`src/design/eslp_pkg.sv`:
```
`default_nettype none
package eslp_pkg;

  // result kinds
  localparam logic [2:0] K_NAME     = 3'd0;
  localparam logic [2:0] K_DATA     = 3'd1;
  localparam logic [2:0] K_RESTART  = 3'd2;
  localparam logic [2:0] K_BREAK    = 3'd3;
  localparam logic [2:0] K_DISPATCH = 3'd4;
  localparam logic [2:0] K_CLEAR    = 3'd5;

  // input actions
  localparam logic ACT_BYTE  = 1'b0;
  localparam logic ACT_FLUSH = 1'b1;

  typedef struct packed {
    logic       action;
    logic [7:0] byte_req;
  } in_item_t;

  typedef struct packed {
    logic       has;
    logic [2:0] kind;
    logic [7:0] value_byte;
  } step_res_t;

endpackage
`default_nettype wire

```
`src/design/eslp_in_if.sv`:
```
`default_nettype none
interface eslp_in_if;
  logic       valid;
  logic       ready;
  logic       action;
  logic [7:0] byte_req;

  modport source (output valid, output action, output byte_req, input ready);
  modport sink (input valid, input action, input byte_req, output ready);
endinterface
`default_nettype wire

```
`src/design/eslp_out_if.sv`:
```
`default_nettype none
interface eslp_out_if;
  logic       valid;
  logic       ready;
  logic [2:0] kind;
  logic [7:0] value_byte;

  modport source (output valid, output kind, output value_byte, input ready);
  modport sink (input valid, input kind, input value_byte, output ready);
endinterface
`default_nettype wire

```
`src/design/event_stream_line_parser.sv`:
```
`default_nettype none
// channel  role    transfer payload
// -------  ------  --------------------------------------------
// stream   sink    action (1), byte_req (8): stream byte or flush
// token    source  kind (3), value_byte (8): parser result
//
// one stream transfer per cycle sustained while token takes its results;
// a byte waits in the input register, its result in the result register
// bytes that cause no result still pass through the input register
// rst is synchronous: parser state returns to line start, both stages empty
// stream.ready drops only while the input register is full and a result
// waits on token that is not taken in that cycle
module event_stream_line_parser (
  input  wire logic clk,
  input  wire logic rst,
  eslp_in_if.sink    stream,
  eslp_out_if.source token
);

  eslp_pkg::in_item_t  item;
  logic                item_valid;
  eslp_pkg::step_res_t res;
  logic                can_load;
  logic                advance;

  // the held byte moves when the result register can take its result
  assign advance = item_valid && can_load;

  // input register
  eslp_in_stage u_in (
    .clk        (clk),
    .rst        (rst),
    .stream     (stream),
    .advance    (advance),
    .item       (item),
    .item_valid (item_valid)
  );

  // line state machine and result decode
  eslp_step u_step (
    .clk     (clk),
    .rst     (rst),
    .item    (item),
    .advance (advance),
    .res     (res)
  );

  // result register
  eslp_out_stage u_out (
    .clk      (clk),
    .rst      (rst),
    .res      (res),
    .advance  (advance),
    .can_load (can_load),
    .token    (token)
  );

  // marker kinds never carry a byte
  a_marker_zero: assert property (@(posedge clk) disable iff (rst)
    token.valid && token.kind != eslp_pkg::K_NAME && token.kind != eslp_pkg::K_DATA
    |-> token.value_byte == 8'h00)
    else $error("marker result carries a nonzero byte");

  // a result produced by a moving byte is shown in the next cycle
  a_result_lands: assert property (@(posedge clk) disable iff (rst)
    advance && res.has |=> token.valid)
    else $error("result lost between step and result register");

  // an empty input register always takes a transfer
  a_empty_ready: assert property (@(posedge clk) disable iff (rst)
    !item_valid |-> stream.ready)
    else $error("input register empty but stream not ready");

  // a flush always gives a result
  a_flush_result: assert property (@(posedge clk) disable iff (rst)
    advance && item.action == eslp_pkg::ACT_FLUSH |-> res.has)
    else $error("flush without dispatch or clear");

endmodule
`default_nettype wire

```
`src/design/eslp_in_stage.sv`:
```
`default_nettype none
module eslp_in_stage (
  input  wire logic       clk,
  input  wire logic       rst,
  eslp_in_if.sink         stream,
  input  wire logic       advance,
  output eslp_pkg::in_item_t item,
  output logic            item_valid
);

  eslp_pkg::in_item_t held;
  logic               held_valid;

  // take a new transfer when empty or when the held item moves on
  assign stream.ready = !held_valid || advance;
  assign item         = held;
  assign item_valid   = held_valid;

  always_ff @(posedge clk) begin
    if (rst) begin
      held_valid <= 1'b0;
    end else if (stream.ready) begin
      held_valid <= stream.valid;
    end
  end

  always_ff @(posedge clk) begin
    if (stream.valid && stream.ready) begin
      held.action   <= stream.action;
      held.byte_req <= stream.byte_req;
    end
  end

endmodule
`default_nettype wire

```
`src/design/eslp_step.sv`:
```
`default_nettype none
module eslp_step (
  input  wire logic               clk,
  input  wire logic               rst,
  input  wire eslp_pkg::in_item_t item,
  input  wire logic               advance,
  output eslp_pkg::step_res_t     res
);

  localparam logic [7:0] CH_LF    = 8'h0A;
  localparam logic [7:0] CH_CR    = 8'h0D;
  localparam logic [7:0] CH_COLON = 8'h3A;
  localparam logic [7:0] CH_SPACE = 8'h20;
  localparam logic [7:0] CH_E     = 8'h65;
  localparam logic [7:0] CH_D     = 8'h64;
  localparam logic [2:0] LEN_EVENT = 3'd5;
  localparam logic [2:0] LEN_DATA  = 3'd4;

  typedef enum logic [2:0] {
    PH_START,
    PH_MEVENT,
    PH_MDATA,
    PH_VEVENT,
    PH_VDATA,
    PH_SKIP
  } phase_t;

  function automatic logic [7:0] event_char(input logic [2:0] m);
    case (m)
      3'd0:    event_char = 8'h65;
      3'd1:    event_char = 8'h76;
      3'd2:    event_char = 8'h65;
      3'd3:    event_char = 8'h6E;
      3'd4:    event_char = 8'h74;
      default: event_char = 8'h00;
    endcase
  endfunction

  function automatic logic [7:0] data_char(input logic [2:0] m);
    case (m)
      3'd0:    data_char = 8'h64;
      3'd1:    data_char = 8'h61;
      3'd2:    data_char = 8'h74;
      3'd3:    data_char = 8'h61;
      default: data_char = 8'h00;
    endcase
  endfunction

  phase_t     line_phase, line_phase_next;
  logic [2:0] field_match, field_match_next;
  logic       first_value_byte, first_value_byte_next;
  logic       carriage_return_pending, carriage_return_pending_next;
  logic       event_has_data, event_has_data_next;

  logic [7:0] c;
  logic       is_event;
  logic [2:0] len;
  logic [7:0] want;

  assign c        = item.byte_req;
  assign is_event = (line_phase == PH_MEVENT);
  assign len      = is_event ? LEN_EVENT : LEN_DATA;
  assign want     = is_event ? event_char(field_match) : data_char(field_match);

  always_comb begin
    line_phase_next              = line_phase;
    field_match_next             = field_match;
    first_value_byte_next        = first_value_byte;
    carriage_return_pending_next = carriage_return_pending;
    event_has_data_next          = event_has_data;
    res                          = '0;

    if (item.action == eslp_pkg::ACT_FLUSH) begin
      // end of stream: close the event, back to reset state
      res.has                      = 1'b1;
      res.kind = event_has_data ? eslp_pkg::K_DISPATCH : eslp_pkg::K_CLEAR;
      line_phase_next              = PH_START;
      field_match_next             = 3'd0;
      first_value_byte_next        = 1'b0;
      carriage_return_pending_next = 1'b0;
      event_has_data_next          = 1'b0;
    end else if (carriage_return_pending && c == CH_LF) begin
      // lf of a split crlf
      carriage_return_pending_next = 1'b0;
    end else if (c == CH_LF || c == CH_CR) begin
      line_phase_next              = PH_START;
      field_match_next             = 3'd0;
      first_value_byte_next        = 1'b0;
      carriage_return_pending_next = (c == CH_CR);
      if (line_phase == PH_START) begin
        res.has             = 1'b1;
        res.kind = event_has_data ? eslp_pkg::K_DISPATCH : eslp_pkg::K_CLEAR;
        event_has_data_next = 1'b0;
      end
    end else begin
      carriage_return_pending_next = 1'b0;
      case (line_phase)
        PH_START: begin
          if (c == CH_E) begin
            line_phase_next  = PH_MEVENT;
            field_match_next = 3'd1;
          end else if (c == CH_D) begin
            line_phase_next  = PH_MDATA;
            field_match_next = 3'd1;
          end else begin
            line_phase_next = PH_SKIP;
          end
        end
        PH_MEVENT, PH_MDATA: begin
          if (c == CH_COLON) begin
            if (field_match != len) begin
              line_phase_next = PH_SKIP;
            end else if (is_event) begin
              first_value_byte_next = 1'b1;
              line_phase_next       = PH_VEVENT;
              res.has               = 1'b1;
              res.kind              = eslp_pkg::K_RESTART;
            end else begin
              first_value_byte_next = 1'b1;
              line_phase_next       = PH_VDATA;
              event_has_data_next   = 1'b1;
              if (event_has_data) begin
                res.has  = 1'b1;
                res.kind = eslp_pkg::K_BREAK;
              end
            end
          end else if (field_match < len && c == want) begin
            field_match_next = field_match + 3'd1;
          end else begin
            line_phase_next = PH_SKIP;
          end
        end
        PH_VEVENT, PH_VDATA: begin
          first_value_byte_next = 1'b0;
          if (!(first_value_byte && c == CH_SPACE)) begin
            res.has        = 1'b1;
            res.kind       = (line_phase == PH_VEVENT) ? eslp_pkg::K_NAME : eslp_pkg::K_DATA;
            res.value_byte = c;
          end
        end
        default: begin
        end
      endcase
    end
  end

  always_ff @(posedge clk) begin
    if (rst) begin
      line_phase              <= PH_START;
      field_match             <= 3'd0;
      first_value_byte        <= 1'b0;
      carriage_return_pending <= 1'b0;
      event_has_data          <= 1'b0;
    end else if (advance) begin
      line_phase              <= line_phase_next;
      field_match             <= field_match_next;
      first_value_byte        <= first_value_byte_next;
      carriage_return_pending <= carriage_return_pending_next;
      event_has_data          <= event_has_data_next;
    end
  end

endmodule
`default_nettype wire

```
`src/design/eslp_out_stage.sv`:
```
`default_nettype none
module eslp_out_stage (
  input  wire logic                clk,
  input  wire logic                rst,
  input  wire eslp_pkg::step_res_t res,
  input  wire logic                advance,
  output logic                     can_load,
  eslp_out_if.source               token
);

  logic       held_valid;
  logic [2:0] kind;
  logic [7:0] value_byte;
  logic       load;

  assign can_load         = !held_valid || token.ready;
  assign load             = advance && res.has;
  assign token.valid      = held_valid;
  assign token.kind       = kind;
  assign token.value_byte = value_byte;

  always_ff @(posedge clk) begin
    if (rst) begin
      held_valid <= 1'b0;
    end else if (load) begin
      held_valid <= 1'b1;
    end else if (token.ready) begin
      held_valid <= 1'b0;
    end
  end

  always_ff @(posedge clk) begin
    if (load) begin
      kind       <= res.kind;
      value_byte <= res.value_byte;
    end
  end

endmodule
`default_nettype wire

```
`src/flat_wrapper.sv`:
```
// flat-port wrapper written by rule: the top's interface ports become plain ports
module event_stream_line_parser_flat 
  (clk, rst, stream_valid, stream_action, stream_byte_req, stream_ready, token_valid, token_kind, token_value_byte, token_ready);
  eslp_in_if stream_i ();
  eslp_out_if token_i ();
  input  wire logic clk;
  input  wire logic rst;
  input wire logic [$bits(stream_i.valid)-1:0] stream_valid;
  input wire logic [$bits(stream_i.action)-1:0] stream_action;
  input wire logic [$bits(stream_i.byte_req)-1:0] stream_byte_req;
  output wire logic [$bits(stream_i.ready)-1:0] stream_ready;
  output wire logic [$bits(token_i.valid)-1:0] token_valid;
  output wire logic [$bits(token_i.kind)-1:0] token_kind;
  output wire logic [$bits(token_i.value_byte)-1:0] token_value_byte;
  input wire logic [$bits(token_i.ready)-1:0] token_ready;
  assign stream_i.valid = stream_valid;
  assign stream_i.action = stream_action;
  assign stream_i.byte_req = stream_byte_req;
  assign stream_ready = stream_i.ready;
  assign token_valid = token_i.valid;
  assign token_kind = token_i.kind;
  assign token_value_byte = token_i.value_byte;
  assign token_i.ready = token_ready;
  event_stream_line_parser u_core (.clk(clk), .rst(rst), .stream(stream_i), .token(token_i));
endmodule
```
`config.mk`:
```
export PLATFORM = sky130hd
export DESIGN_NAME = event_stream_line_parser_flat
export DESIGN_NICKNAME = d
export VERILOG_FILES = /design/src/design/eslp_pkg.sv /design/src/design/eslp_in_if.sv /design/src/design/eslp_out_if.sv /design/src/design/event_stream_line_parser.sv /design/src/design/eslp_in_stage.sv /design/src/design/eslp_step.sv /design/src/design/eslp_out_stage.sv /design/src/flat_wrapper.sv
export SDC_FILE = /design/constraint.sdc
export NUM_CORES = 1
export LEC_CHECK = 0
export BUFFER_PORTS_ARGS = -buffer_cell sky130_fd_sc_hd__buf_2
export CORE_ASPECT_RATIO = 0.5
export CORE_MARGIN = 1
export CORE_UTILIZATION = 50
export CTS_BUF_LIST = sky130_fd_sc_hd__clkbuf_16
export CTS_CLUSTER_DIAMETER = 40
export DETAILED_ROUTE_END_ITERATION = 7
export PLACE_DENSITY = 0.77
export SLEW_MARGIN = 25
export SYNTH_ARGS = -nofsm -noshare
export SYNTH_HDL_FRONTEND = slang
export SYNTH_SLANG_ARGS = --single-unit
```
`constraint.sdc`:
```
create_clock -name clk -period 2.1 [get_ports clk]
set_input_delay 0.21 -clock clk [delete_from_list [all_inputs] [get_ports clk]]
set_output_delay 0.21 -clock clk [all_outputs]
set_load 0.01 [all_outputs]
```
==> metrics.md, run 1 <==
| Metric | Value |
|---|---|
| Synth Flop Type | `edfxtp_1` |
| Reg2Reg Depth | `9` |
| Final #Nets | `291` |
| Setup slack on the worst flop-to-flop path | `-0.17 ns` |
| Sequential Power Share | `39.3%` |
| Die X | `88.9 um` |
| Final Hold Vio Count | `0` |
| Seq cells post-synth | `31` |
| Synth-to-layout area growth | `46.7%` |
| Outcome | `complete, but fails checks` |
| GR Overflow Total | `0` |
| Fin crit share | `108%` |
| Tot Pwr | `roughly 1800 uW` |
| Vias after detailed routing | `1853` |
| Number of diodes | `0` |
| Post-Syn Nets | `216` |
| Pin count of the biggest net entering global routing | `18` |
| Final Skew | `0.00409 ns` |
| Slowest CP cell | `or4b_4` |
| Lkg Pwr | `0.00109 uW` |
| # setup viols final | `6` |
| CP max FO | `4` |
| Initial DRC count | `between 100 and 150` |
| Async SR Flop Fraction | `0%` |
| CTS sink count | `31` |
| Placed cells | `306` |
| First-pass GRT wire length | `8100 um` |
| Max-slew headroom | `75.5%` |
| DR WL/cell | `16.7 um` |
| PD cells | `about 640 nW/um2` |
| Post-synth EDFFs | `20` |
| WP data required | `2.27 ns` |
| Final HPWL DP | `3630 um` |
| Max-cap violations | `0` |
| Syn avg cell area | `~9.6 um2` |
| Vias in the first global route | `1667` |
| Routed vias/inst | `approximately 5.7` |
| Initial antenna violation count | `0` |
| Die height | `45.4 um` |
| Sum of buffers and inverters on the critical path | `1` |
| Layout cells sized above 1 | `between 40 and 50%` |
| Die footprint | `4040 um2` |
| Top cells by area, synth | `edfxtp_1, dfxtp_1, ha_1` |
| Least-Margin Pin Slew | `roughly 0.37 ns` |
| Total track usage | `28.3%` |
| Synthesis Warnings | `0` |
| Clk pwr share | `45.7%` |
| TritonCTS Buffers | `5` |
| CTS tree | `done` |
| Net Sw Frac | `between 20% and 30%` |
| Starting Density | `53.5%` |
| Max-slew violations | `0` |
| CTS max path bufs | `2` |
| Hold Path Class | `in -> reg` |
| Post-synth design cell area | `1890 um2` |
| DRT Wirelength | `about 5400 um` |
| Peak Freq | `0.441 GHz` |
| GPL Wtd Cong | `between 0.9 and 1` |
| WS Path Type | `reg -> reg` |
| Max VDD drop | `0.481 mV` |
| Compound-Gate Fraction of Synth Area | `17.8%` |
| Crit path DAT | `2.44 ns` |
| Post-synthesis cell type count | `54` |
| Pint | `between 1000 and 1500 uW` |
| DR DRC count | `0` |
| Core ar. | `3530 um2` |
| I/O pin total | `26` |
| Xor/xnor share of the synthesized area | `about 1.9%` |
| Row cnt | `15` |
| Post-Place Worst Slack | `-0.318 ns` |
| Family with the most delay on the worst path | `compound AO/OA/AOI/OAI gates` |
| PnR worst setup slack | `-0.170 ns` |
| CTS root buf | `clkbuf_16` |
| Post-synthesis sequential area ratio | `43.5%` |
| Post-Synthesis Cells | `197` |
| Net switching power | `around 420 uW` |
| Violated checks | `negative setup slack` |
| Startpoint Class | `flip-flop` |
| Critical path's largest stage delay | `0.52 ns` |
| Simple-gate area share of the yosys netlist | `24.5%` |
| Synth Area in Adders | `about 4.6%` |
| Hold path cells | `1` |
| Post-DRT Antenna Nets | `0` |
| Comb pwr share | `15.0%` |
| Worst path cell trace | `inv_4, ha_4, or4b_4, nand2_4, mux2i_1, a22oi_2, o31ai_1, a21oi_1, a211oi_2` |
| Clk_lat worst skew | `~0.28 ns` |
| H-tree depth | `2` |
| Mux share of post-synthesis cell area | `2.19%` |
| Clk pin slew, worst setup/hold paths | `around 0.050 ns` |
| Number of port buffers | `25` |
| Final min period | `about 2.3 ns` |
| RSZ-0062 raised after global routing | `true` |
| Number of cells on the critical path | `9` |
| Worst setup EP type | `flip-flop` |
| Largest family of logic cells by synthesized area | `simple AND/OR/NAND/NOR gates` |
| Cell taking the most area after synthesis | `edfxtp_1` |
| Pre-Repair DR Iteration Count | `4` |
| Non-Filler Instances | `324` |
| Post-synth top area share | `31.8%` |
==> cells in the final DEF (no fill, tap or decap), types with 3 or more instances in the layout <==
cell / count
buf_4: 49
buf_2: 25
edfxtp_1: 20
nor2_1: 16
nand2_1: 13
and2_1: 10
a21oi_1: 9
o21ai_0: 7
inv_1: 7
dfxtp_1: 7
nor3_1: 6
nand2b_1: 5
o21ai_1: 5
clkbuf_16: 5
xnor2_1: 4
ha_4: 4
buf_6: 4
nand3_1: 3
o21bai_1: 3
o31ai_1: 3
mux2i_1: 3
==> final timing paths <==
path                                               endpoint                                      start
setup reg to reg  u_core.u_step.field_match[0]$_SDFFE_PP0P_  u_core.u_step.field_match[1]$_SDFFE_PP0P_
hold reg to reg       u_core.u_out.token.valid$_SDFFE_PP0P_      u_core.u_out.token.valid$_SDFFE_PP0P_
setup / recovery  u_core.u_step.field_match[0]$_SDFFE_PP0P_  u_core.u_step.field_match[1]$_SDFFE_PP0P_
hold / removal                u_core.u_in.item[1]$_DFFE_PP_                         stream_byte_req[1]
==> routing by layer <==
layer / vias to the layer above / global-route usage (%) / share of wire (%)
li1: 868 / - / -
met1: 878 / 38.8 / 43
met2: 88 / 42.0 / 44
met3: 19 / 8.88 / 9.4
met4: 0 / 11.6 / 3.0
met5: - / 0 / 0
==> cell type report <==
cell class | instances | area (um2)
clock buffers | 5 | 125
clock inverters | 3 | 38.8
fillers | 235 | 761
inverters | 10 | 47.5
multi-input cells | 145 | 1120
flip-flops and latches | 31 | 831
well taps | 51 | 63.8
repair buffers | 78 | 538
repair inverters | 1 | 5.00
==> stage by stage <==
step                instance area [um2]  hold slack [ns]  setup TNS, ns  util [%]
CTS                                2610            0.106          -1.45      74.1
global placement                   2360            0.388          -1.28      66.8
finish                             2770            0.110         -0.814      78.4
global route                       2770            0.104          -1.35      78.4
floorplan                          1910            0.309          -1.37         -
detailed placement                 2360            0.388          -1.82      66.8
==> state kept, by name, summed over array words and instances (netlist names) <==
signal                                 flops
u_core.u_out.token.kind                    3
u_core.u_in.item                           9
u_core.u_step.first_value_byte             1
u_core.u_step.carriage_return_pending      1
u_core.u_in.item_valid                     1
u_core.u_step.line_phase                   3
u_core.u_step.field_match                  3
u_core.u_out.token.valid                   1
u_core.u_step.event_has_data               1
u_core.u_out.token.value_byte              8
==> worst register-to-register path, delay by kind of cell, from the launching register on <==
family | cells | cell delay, ns
buf+inv | 1 | 0.05
fa+ha+maj | 1 | 0.15
compound gates | 4 | 0.75
mux | 1 | 0.22
simple gates | 2 | 0.61
flops | 1 | 0.39
==> synthesized netlist by cell type (3+ instances only) <==
cell      instances
edfxtp_1         20
nor4_1            3
buf_2             4
dfxtp_1          11
o21bai_1          3
o21ai_1           4
inv_1            10
nor3_1            7
nand2b_1          5
nand2_1          15
clkbuf_1          3
ha_1              6
o21ai_0           8
nor2_1           19
a21oi_1          10
o31ai_1           4
nand3_1           3
xnor2_1           4
and2_1           11
mux2i_1           3
==> kinds of logic (layout without fill, tap and decap cells) <==
kind of cell / count (synthesis) / in the layout
AO/OA/AOI/OAI: 49 / 49
XOR/XNOR: 4 / 4
adder cells (fa/ha/maj): 7 / 7
buffers and inverters: 21 / 97
flip-flops: 31 / 31
multiplexers: 4 / 4
AND/OR/NAND/NOR: 81 / 81
==> repair_timing <==
action / in CTS / in global routing
setup buffers: 5 / 6
gates resized for setup: 17 / 26
hold buffers: 0 / 0
gates cloned: 0 / 1
pin swaps: 7 / 7
setup endpoints to repair: 17 / 29
==> power groups by stage <==
stage               Combinational [uW]  Clock [uW]  Sequential, uW
detailed placement                 218           0             705
global route                       285         842             699
finish                             266         809             696
floorplan                          128           0             705
global placement                   214           0             704
CTS                                233         814             692
Note: power is estimated with default switching activity, not from simulation.
==> run 2: changes to the inputs <==
--- a/config.mk
+++ b/config.mk
@@ -13,6 +13,7 @@
 export CTS_CLUSTER_DIAMETER = 40
 export DETAILED_ROUTE_END_ITERATION = 7
 export PLACE_DENSITY = 0.77
+export SKIP_LAST_GASP = 1
 export SLEW_MARGIN = 25
 export SYNTH_ARGS = -nofsm -noshare
 export SYNTH_HDL_FRONTEND = slang
==> constraint.sdc (replaced) <==
create_clock -name clk -period 2 [get_ports clk]
set_input_delay 0.2 -clock clk [delete_from_list [all_inputs] [get_ports clk]]
set_output_delay 0.2 -clock clk [all_outputs]
set_load 0.01 [all_outputs]
==> run 2 against run 1 <==
Effect of this change:
- the flow still finishes with violations (negative setup slack)
- core utilization decreased by 0.67 points
- cell count decreased by 1.5%
- count of clock-buffer cells in the layout unchanged
- sequential share of layout area increased by 0.26 points
- sequential cell count unchanged
- sequential power increased by 4.9%
- combinational power increased by 5%
- non-clock buffer count decreased by 5
- worst setup slack got worse by 0.14 ns
- critical path depth decreased by 1
- critical endpoint is now u_core.u_step.line_phase[1]$_SDFFE_PP0P_
- highest routed layer unchanged
==> metrics.md, run 2 (synthesis gave the netlist of run 1 again) <==
| Metric | Value |
|---|---|
| Post-DRT Antenna Nets | `0` |
| WS Path Type | `reg -> reg` |
| Peak Freq | `0.434 GHz` |
| Max reg flops | `9` |
| Synth-to-layout area growth | `45.4%` |
| Max VDD drop | `about 0.6 mV` |
| PD cells | `around 630 nW/um2` |
| Most frequent cells in the layout | `buf_4, buf_2, edfxtp_1, nor2_1, nand2_1` |
| Row cnt | `15` |
| Final HPWL DP | `approximately 3700 um` |
| Fin crit share | `115%` |
| CP max FO | `3` |
| Vias in the first global route | `between 1500 and 2000` |
| Startpoint Class | `flip-flop` |
| Number of port buffers | `25` |
| Hold buffer count at cts | `0` |
| CTS sink count | `31` |
| Violated checks | `negative setup slack` |
| Critical path's largest stage delay | `0.59 ns` |
| Clk_lat worst skew | `0.28 ns` |
| Die footprint | `between 4000 and 5000 um2` |
| # setup viols final | `28` |
| Layout cells sized above 1 | `about 46%` |
| Starting Density | `53.5%` |
| GR Overflow Total | `0` |
| Final min period | `between 2 and 2.5 ns` |
| DR DRC count | `0` |
| Worst setup EP type | `flip-flop` |
| Clk pin slew, worst setup/hold paths | `0.05 ns` |
| Tot Pwr | `1720 uW` |
| Post-Place Worst Slack | `-0.347 ns` |
| H-tree depth | `2` |
| Pin count of the biggest net entering global routing | `18` |
| Least-Margin Pin Slew | `between 0.4 and 0.5 ns` |
| DRT Wirelength | `5490 um` |
| DR WL/cell | `17.2 um` |
| Initial antenna violation count | `0` |
| Max-slew violations | `0` |
| Core ar. | `~3500 um2` |
| Final #Nets | `286` |
| Pre-Repair DR Iteration Count | `5` |
| Setup TNS | `-4.14 ns` |
| Die X | `88.9 um` |
| First-pass GRT wire length | `8380 um` |
| Die height | `approximately 45 um` |
| Lkg Pwr | `~0.0011 uW` |
| Number of diodes | `0` |
| CTS max path bufs | `2` |
| RSZ-0062 raised after global routing | `true` |
| Max-cap violations | `0` |
| Max-slew headroom | `just over 70%` |
| I/O pin total | `26` |
| Final Skew | `0.0108 ns` |
| CTS tree | `done` |
| Outcome | `complete, but fails checks` |
| Final Hold Vio Count | `0` |
| GPL Wtd Cong | `1.00` |
| Hold Path Class | `in -> reg` |
| Commonest non-fill, non-tap cell in the layout | `buf_4` |
| PnR worst setup slack | `-0.306 ns` |
| Slowest CP cell | `or4_1` |
| TritonCTS Buffers | `5` |
| Crit path DAT | `2.51 ns` |
| Routed vias/inst | `5.87` |
| CTS root buf | `clkbuf_16` |
| Vias after detailed routing | `around 1900` |
| Total track usage | `roughly 29%` |
| WP data required | `2.20 ns` |
| Initial DRC count | `roughly 190` |
| Worst path cell trace | `nand3b_1, nor2b_1, o21bai_1, or4_1, nor4_4, buf_4, o21ai_0, o21ai_1` |
==> run 2: worst paths after layout <==
kind | startpoint | end | slack (ns) | cells after the start
worst max register to register | u_core.u_in.item[2]$_DFFE_PP_ | u_core.u_step.line_phase[1]$_SDFFE_PP0P_ | -0.31 | 8
worst min-delay path | stream_byte_req[0] | u_core.u_in.item[0]$_DFFE_PP_ | 0.1 | 1
worst min register to register | u_core.u_step.first_value_byte$_SDFFE_PP0P_ | u_core.u_step.first_value_byte$_SDFFE_PP0P_ | 0.53 | 2
worst max-delay path | u_core.u_in.item[2]$_DFFE_PP_ | u_core.u_step.line_phase[1]$_SDFFE_PP0P_ | -0.31 | 8
==> run 2: final cells by class <==
type,instances,area (um2)
Clock buffer,5,125
Multi-Input combinational cell,145,1160
Tap cell,51,63.8
Timing Repair inverter,1,7.51
Inverter,10,42.5
Timing Repair Buffer,73,500
Sequential cell,31,831
Clock inverter,3,12.5
Fill cell,230,785
==> run 2: layer usage <==
metal,GRT usage (%),vias to the layer above,share of wire [%]
li1,-,858,-
met2,46.3,117,45
met3,7.25,24,8.0
met1,39.3,873,44
met4,10.0,0,2.7
met5,0,-,0
==> run 2: where the power goes <==
part / internal (uW) / switching, uW / total (uW)
Combinational: 126 / 152 / 278
Clock: 448 / 263 / 712
Sequential: 709 / 21.2 / 730
==> run 2: repair_timing <==
item                                    4_1_cts  5_1_grt
pin swaps                                    11       13
cloned                                        1        0
endpoints found under the setup margin       26       27
setup buffers                                 5        5
gates resized for setup                      35       16
==> run 2: metrics by stage <==
stage | instances | instance area [um2] | hold WS [ns] | util, %
final | 319 | 2740 | 0.0955 | 77.8
after global routing | 319 | 2740 | 0.0931 | 77.8
after CTS | 316 | 2660 | 0.0943 | 75.3
after detailed placement | 303 | 2330 | 0.378 | 66.1
after global placement | 303 | 2330 | 0.379 | 66.1
after floorplan | 197 | 1910 | 0.299 | -
==> run 2: worst max-delay path: cells and delay by family, from the launching register on <==
kind	cells	cell delay [ns]
DFF	1	0.47
buffers and inverters	1	0.15
and+or+nand+nor	4	1.34
AOI/OAI and AO/OA	3	0.27
==> run 3: changes to the inputs <==
--- a/config.mk
+++ b/config.mk
@@ -6,13 +6,16 @@
 export NUM_CORES = 1
 export LEC_CHECK = 0
 export BUFFER_PORTS_ARGS = -buffer_cell sky130_fd_sc_hd__buf_2
+export CELL_PAD_IN_SITES_DETAIL_PLACEMENT = 1
+export CELL_PAD_IN_SITES_GLOBAL_PLACEMENT = 2
 export CORE_ASPECT_RATIO = 0.5
 export CORE_MARGIN = 1
-export CORE_UTILIZATION = 50
+export CORE_UTILIZATION = 32
 export CTS_BUF_LIST = sky130_fd_sc_hd__clkbuf_16
 export CTS_CLUSTER_DIAMETER = 40
 export DETAILED_ROUTE_END_ITERATION = 7
-export PLACE_DENSITY = 0.77
+export PLACE_DENSITY = 0.78
+export REMOVE_ABC_BUFFERS = 1
 export SKIP_LAST_GASP = 1
 export SLEW_MARGIN = 25
 export SYNTH_ARGS = -nofsm -noshare
==> run 3 against run 2 <==
Effect of this change:
- the run still ends with negative setup slack left
- first-iteration DRC count decreased by 66%
- combinational power increased by 8.3%
- critical path type unchanged
- wire length increased by 14%
- clock power increased by 20%
- global-route usage decreased by 8.6 points
==> metrics.md, run 3 (synthesis gave the netlist of run 1 again) <==
| Metric | Value |
|---|---|
| Outcome | `complete, but fails checks` |
| Violated checks | `negative setup slack` |
| DR WL/cell | `18.0 um` |
| CTS max path bufs | `2` |
| Die X | `111 um` |
| Final Skew | `0.00712 ns` |
| Worst path cell trace | `ha_4, or4b_4, a311oi_4, nor2_2, nor3_4, o22ai_2, a22o_1` |
| GRT Max-Usage Layer | `met2` |
| Final min period | `2.23 ns` |
| Max-slew headroom | `66.9%` |
| Pin count of the biggest net entering global routing | `18` |
| Final #Nets | `293` |
| # setup viols final | `18` |
| Starting Density | `33.8%` |
| Initial antenna violation count | `0` |
| Core ar. | `5590 um2` |
| Hold Path Class | `in -> reg` |
| Clk pin slew, worst setup/hold paths | `0.06 ns` |
| Max reg flops | `9` |
| Final Hold Vio Count | `0` |
| Max-cap violations | `0` |
| Startpoint Class | `flip-flop` |
| Setup TNS | `-1.77 ns` |
| H-tree depth | `2` |
| M3 GR Usage | `approximately 4.1%` |
| Layout cells sized above 1 | `between 40% and 50%` |
| Crit path DAT | `between 2 and 2.5 ns` |
| Peak Freq | `0.448 GHz` |
| Met2 capacity usage during global routing | `37.6%` |
| Met1 Track Usage GR | `24.2%` |
| CTS sink count | `31` |
| First-pass GRT wire length | `9730 um` |
| Least-Margin Pin Slew | `0.497 ns` |
| RSZ-0062 raised after global routing | `true` |
| DRT Wirelength | `6260 um` |
| Number of port buffers | `25` |
| Clk_lat worst skew | `0.28 ns` |
| Row cnt | `19` |
| Initial DRC count | `66` |
| Vias in the first global route | `between 1500 and 2000` |
| GR Overflow Total | `0` |
| Fin util | `51.4%` |
| CP max FO | `4` |
| Die height | `56.3 um` |
| Post-DRT Antenna Nets | `0` |
| Max VDD drop | `0.534 mV` |
| PD cells | `658 nW/um2` |
| I/O pin total | `26` |
| Hold buffer count at cts | `0` |
| Commonest non-fill, non-tap cell in the layout | `buf_4` |
| Slowest CP cell | `or4b_4` |
| Vias after detailed routing | `1819` |
| Routed vias/inst | `between 5 and 6` |
| Worst setup EP type | `flip-flop` |
| DR DRC count | `0` |
| Lkg Pwr | `0.00111 uW` |
| GPL Wtd Cong | `0.793` |
| Total track usage | `20.4%` |
| Die footprint | `just over 6000 um2` |
| Fill count | `630` |
| Synth-to-layout area growth | `52.1%` |
| CTS tree | `done` |
| Final HPWL DP | `4550 um` |
| TritonCTS Buffers | `5` |
| PnR worst setup slack | `-0.234 ns` |
| WS Path Type | `reg -> reg` |
| WP data required | `2.16 ns` |
| Pre-Repair DR Iteration Count | `4` |
| Most frequent cells in the layout | `buf_4, buf_2, edfxtp_1, nor2_1, nand2_1` |
| CTS root buf | `clkbuf_16` |
| Number of diodes | `0` |
| Fin crit share | `112%` |
| Critical path's largest stage delay | `0.55 ns` |
| Max-slew violations | `0` |
run 3: cell types whose count changed in the layout (fill, tap and decap cells not counted), moves of 2 or more:
| cell | change |
|---|---|
| ha_2 | -2 |
| buf_4 | +5 |
| ha_1 | +3 |
| dfxtp_2 | -2 |
| buf_6 | +2 |
| nor2_2 | +2 |
| inv_2 | +2 |
| dfxtp_1 | +2 |
| nor2_1 | -2 |
| inv_1 | -3 |
run 3: final cells by class:
class	count	area, um2	share of cell area, %
multi-input combinational	145	1170	40.6
tap	73	91.3	3.18
inverter	10	40.0	1.39
sequential	31	828	28.9
clock buffer	5	125	4.36
timing repair buffer	81	581	20.2
clock inverter	3	38.8	1.35
run 3: repair_timing:
item / CTS / global route
pin swaps: 22 / 16
resized for setup: 29 / 26
setup endpoints to repair: 22 / 28
setup buffers: 5 / 5
run 3: through the flow:
stage               setup slack (ns)  cell area (um2)  hold WS [ns]  std cells  total power [uW]
floorplan                     -0.441             1820         0.265        186               859
global placement              -0.289             2410         0.378        333               973
detailed placement            -0.396             2410         0.382        333               986
CTS                           -0.206             2750        0.0962        346              1860
global route                  -0.311             2870        0.0886        348              1950
finish                        -0.234             2870        0.0957        348              1890
run 3: final timing paths:
path / startpoint / to / slack (ns) / depth (start not counted)
max: u_core.u_step.field_match[0]$_SDFFE_PP0P_ / u_core.u_step.field_match[1]$_SDFFE_PP0P_ / -0.23 / 7
min: stream_byte_req[1] / u_core.u_in.item[1]$_DFFE_PP_ / 0.1 / 1
max reg2reg: u_core.u_step.field_match[0]$_SDFFE_PP0P_ / u_core.u_step.field_match[1]$_SDFFE_PP0P_ / -0.23 / 7
min reg2reg: u_core.u_out.token.valid$_SDFFE_PP0P_ / u_core.u_out.token.valid$_SDFFE_PP0P_ / 0.55 / 2
run 3: per-layer routing:
| metal | share of wire, % | up-vias |
|---|---|---|
| met5 | 0 | - |
| met3 | 2.4 | 5 |
| met2 | 52 | 25 |
| met4 | 0.74 | 0 |
| met1 | 45 | 916 |
| li1 | - | 873 |
run 3: power breakdown:
part           internal (uW)  switching [uW]  total, uW  leakage [uW]
Clock                    580             276        856     0.0000812
Combinational            141             160        301      0.000751
Sequential               708            23.8        732      0.000276
run 3: worst max-delay path, delay by kind of cell, from the launching register on:
kind                     cells  cell delay (ns)
AO/OA/AOI/OAI                3             0.68
adder cells (fa/ha/maj)      1             0.17
flip-flops                   1             0.37
AND/OR/NAND/NOR              3             0.90
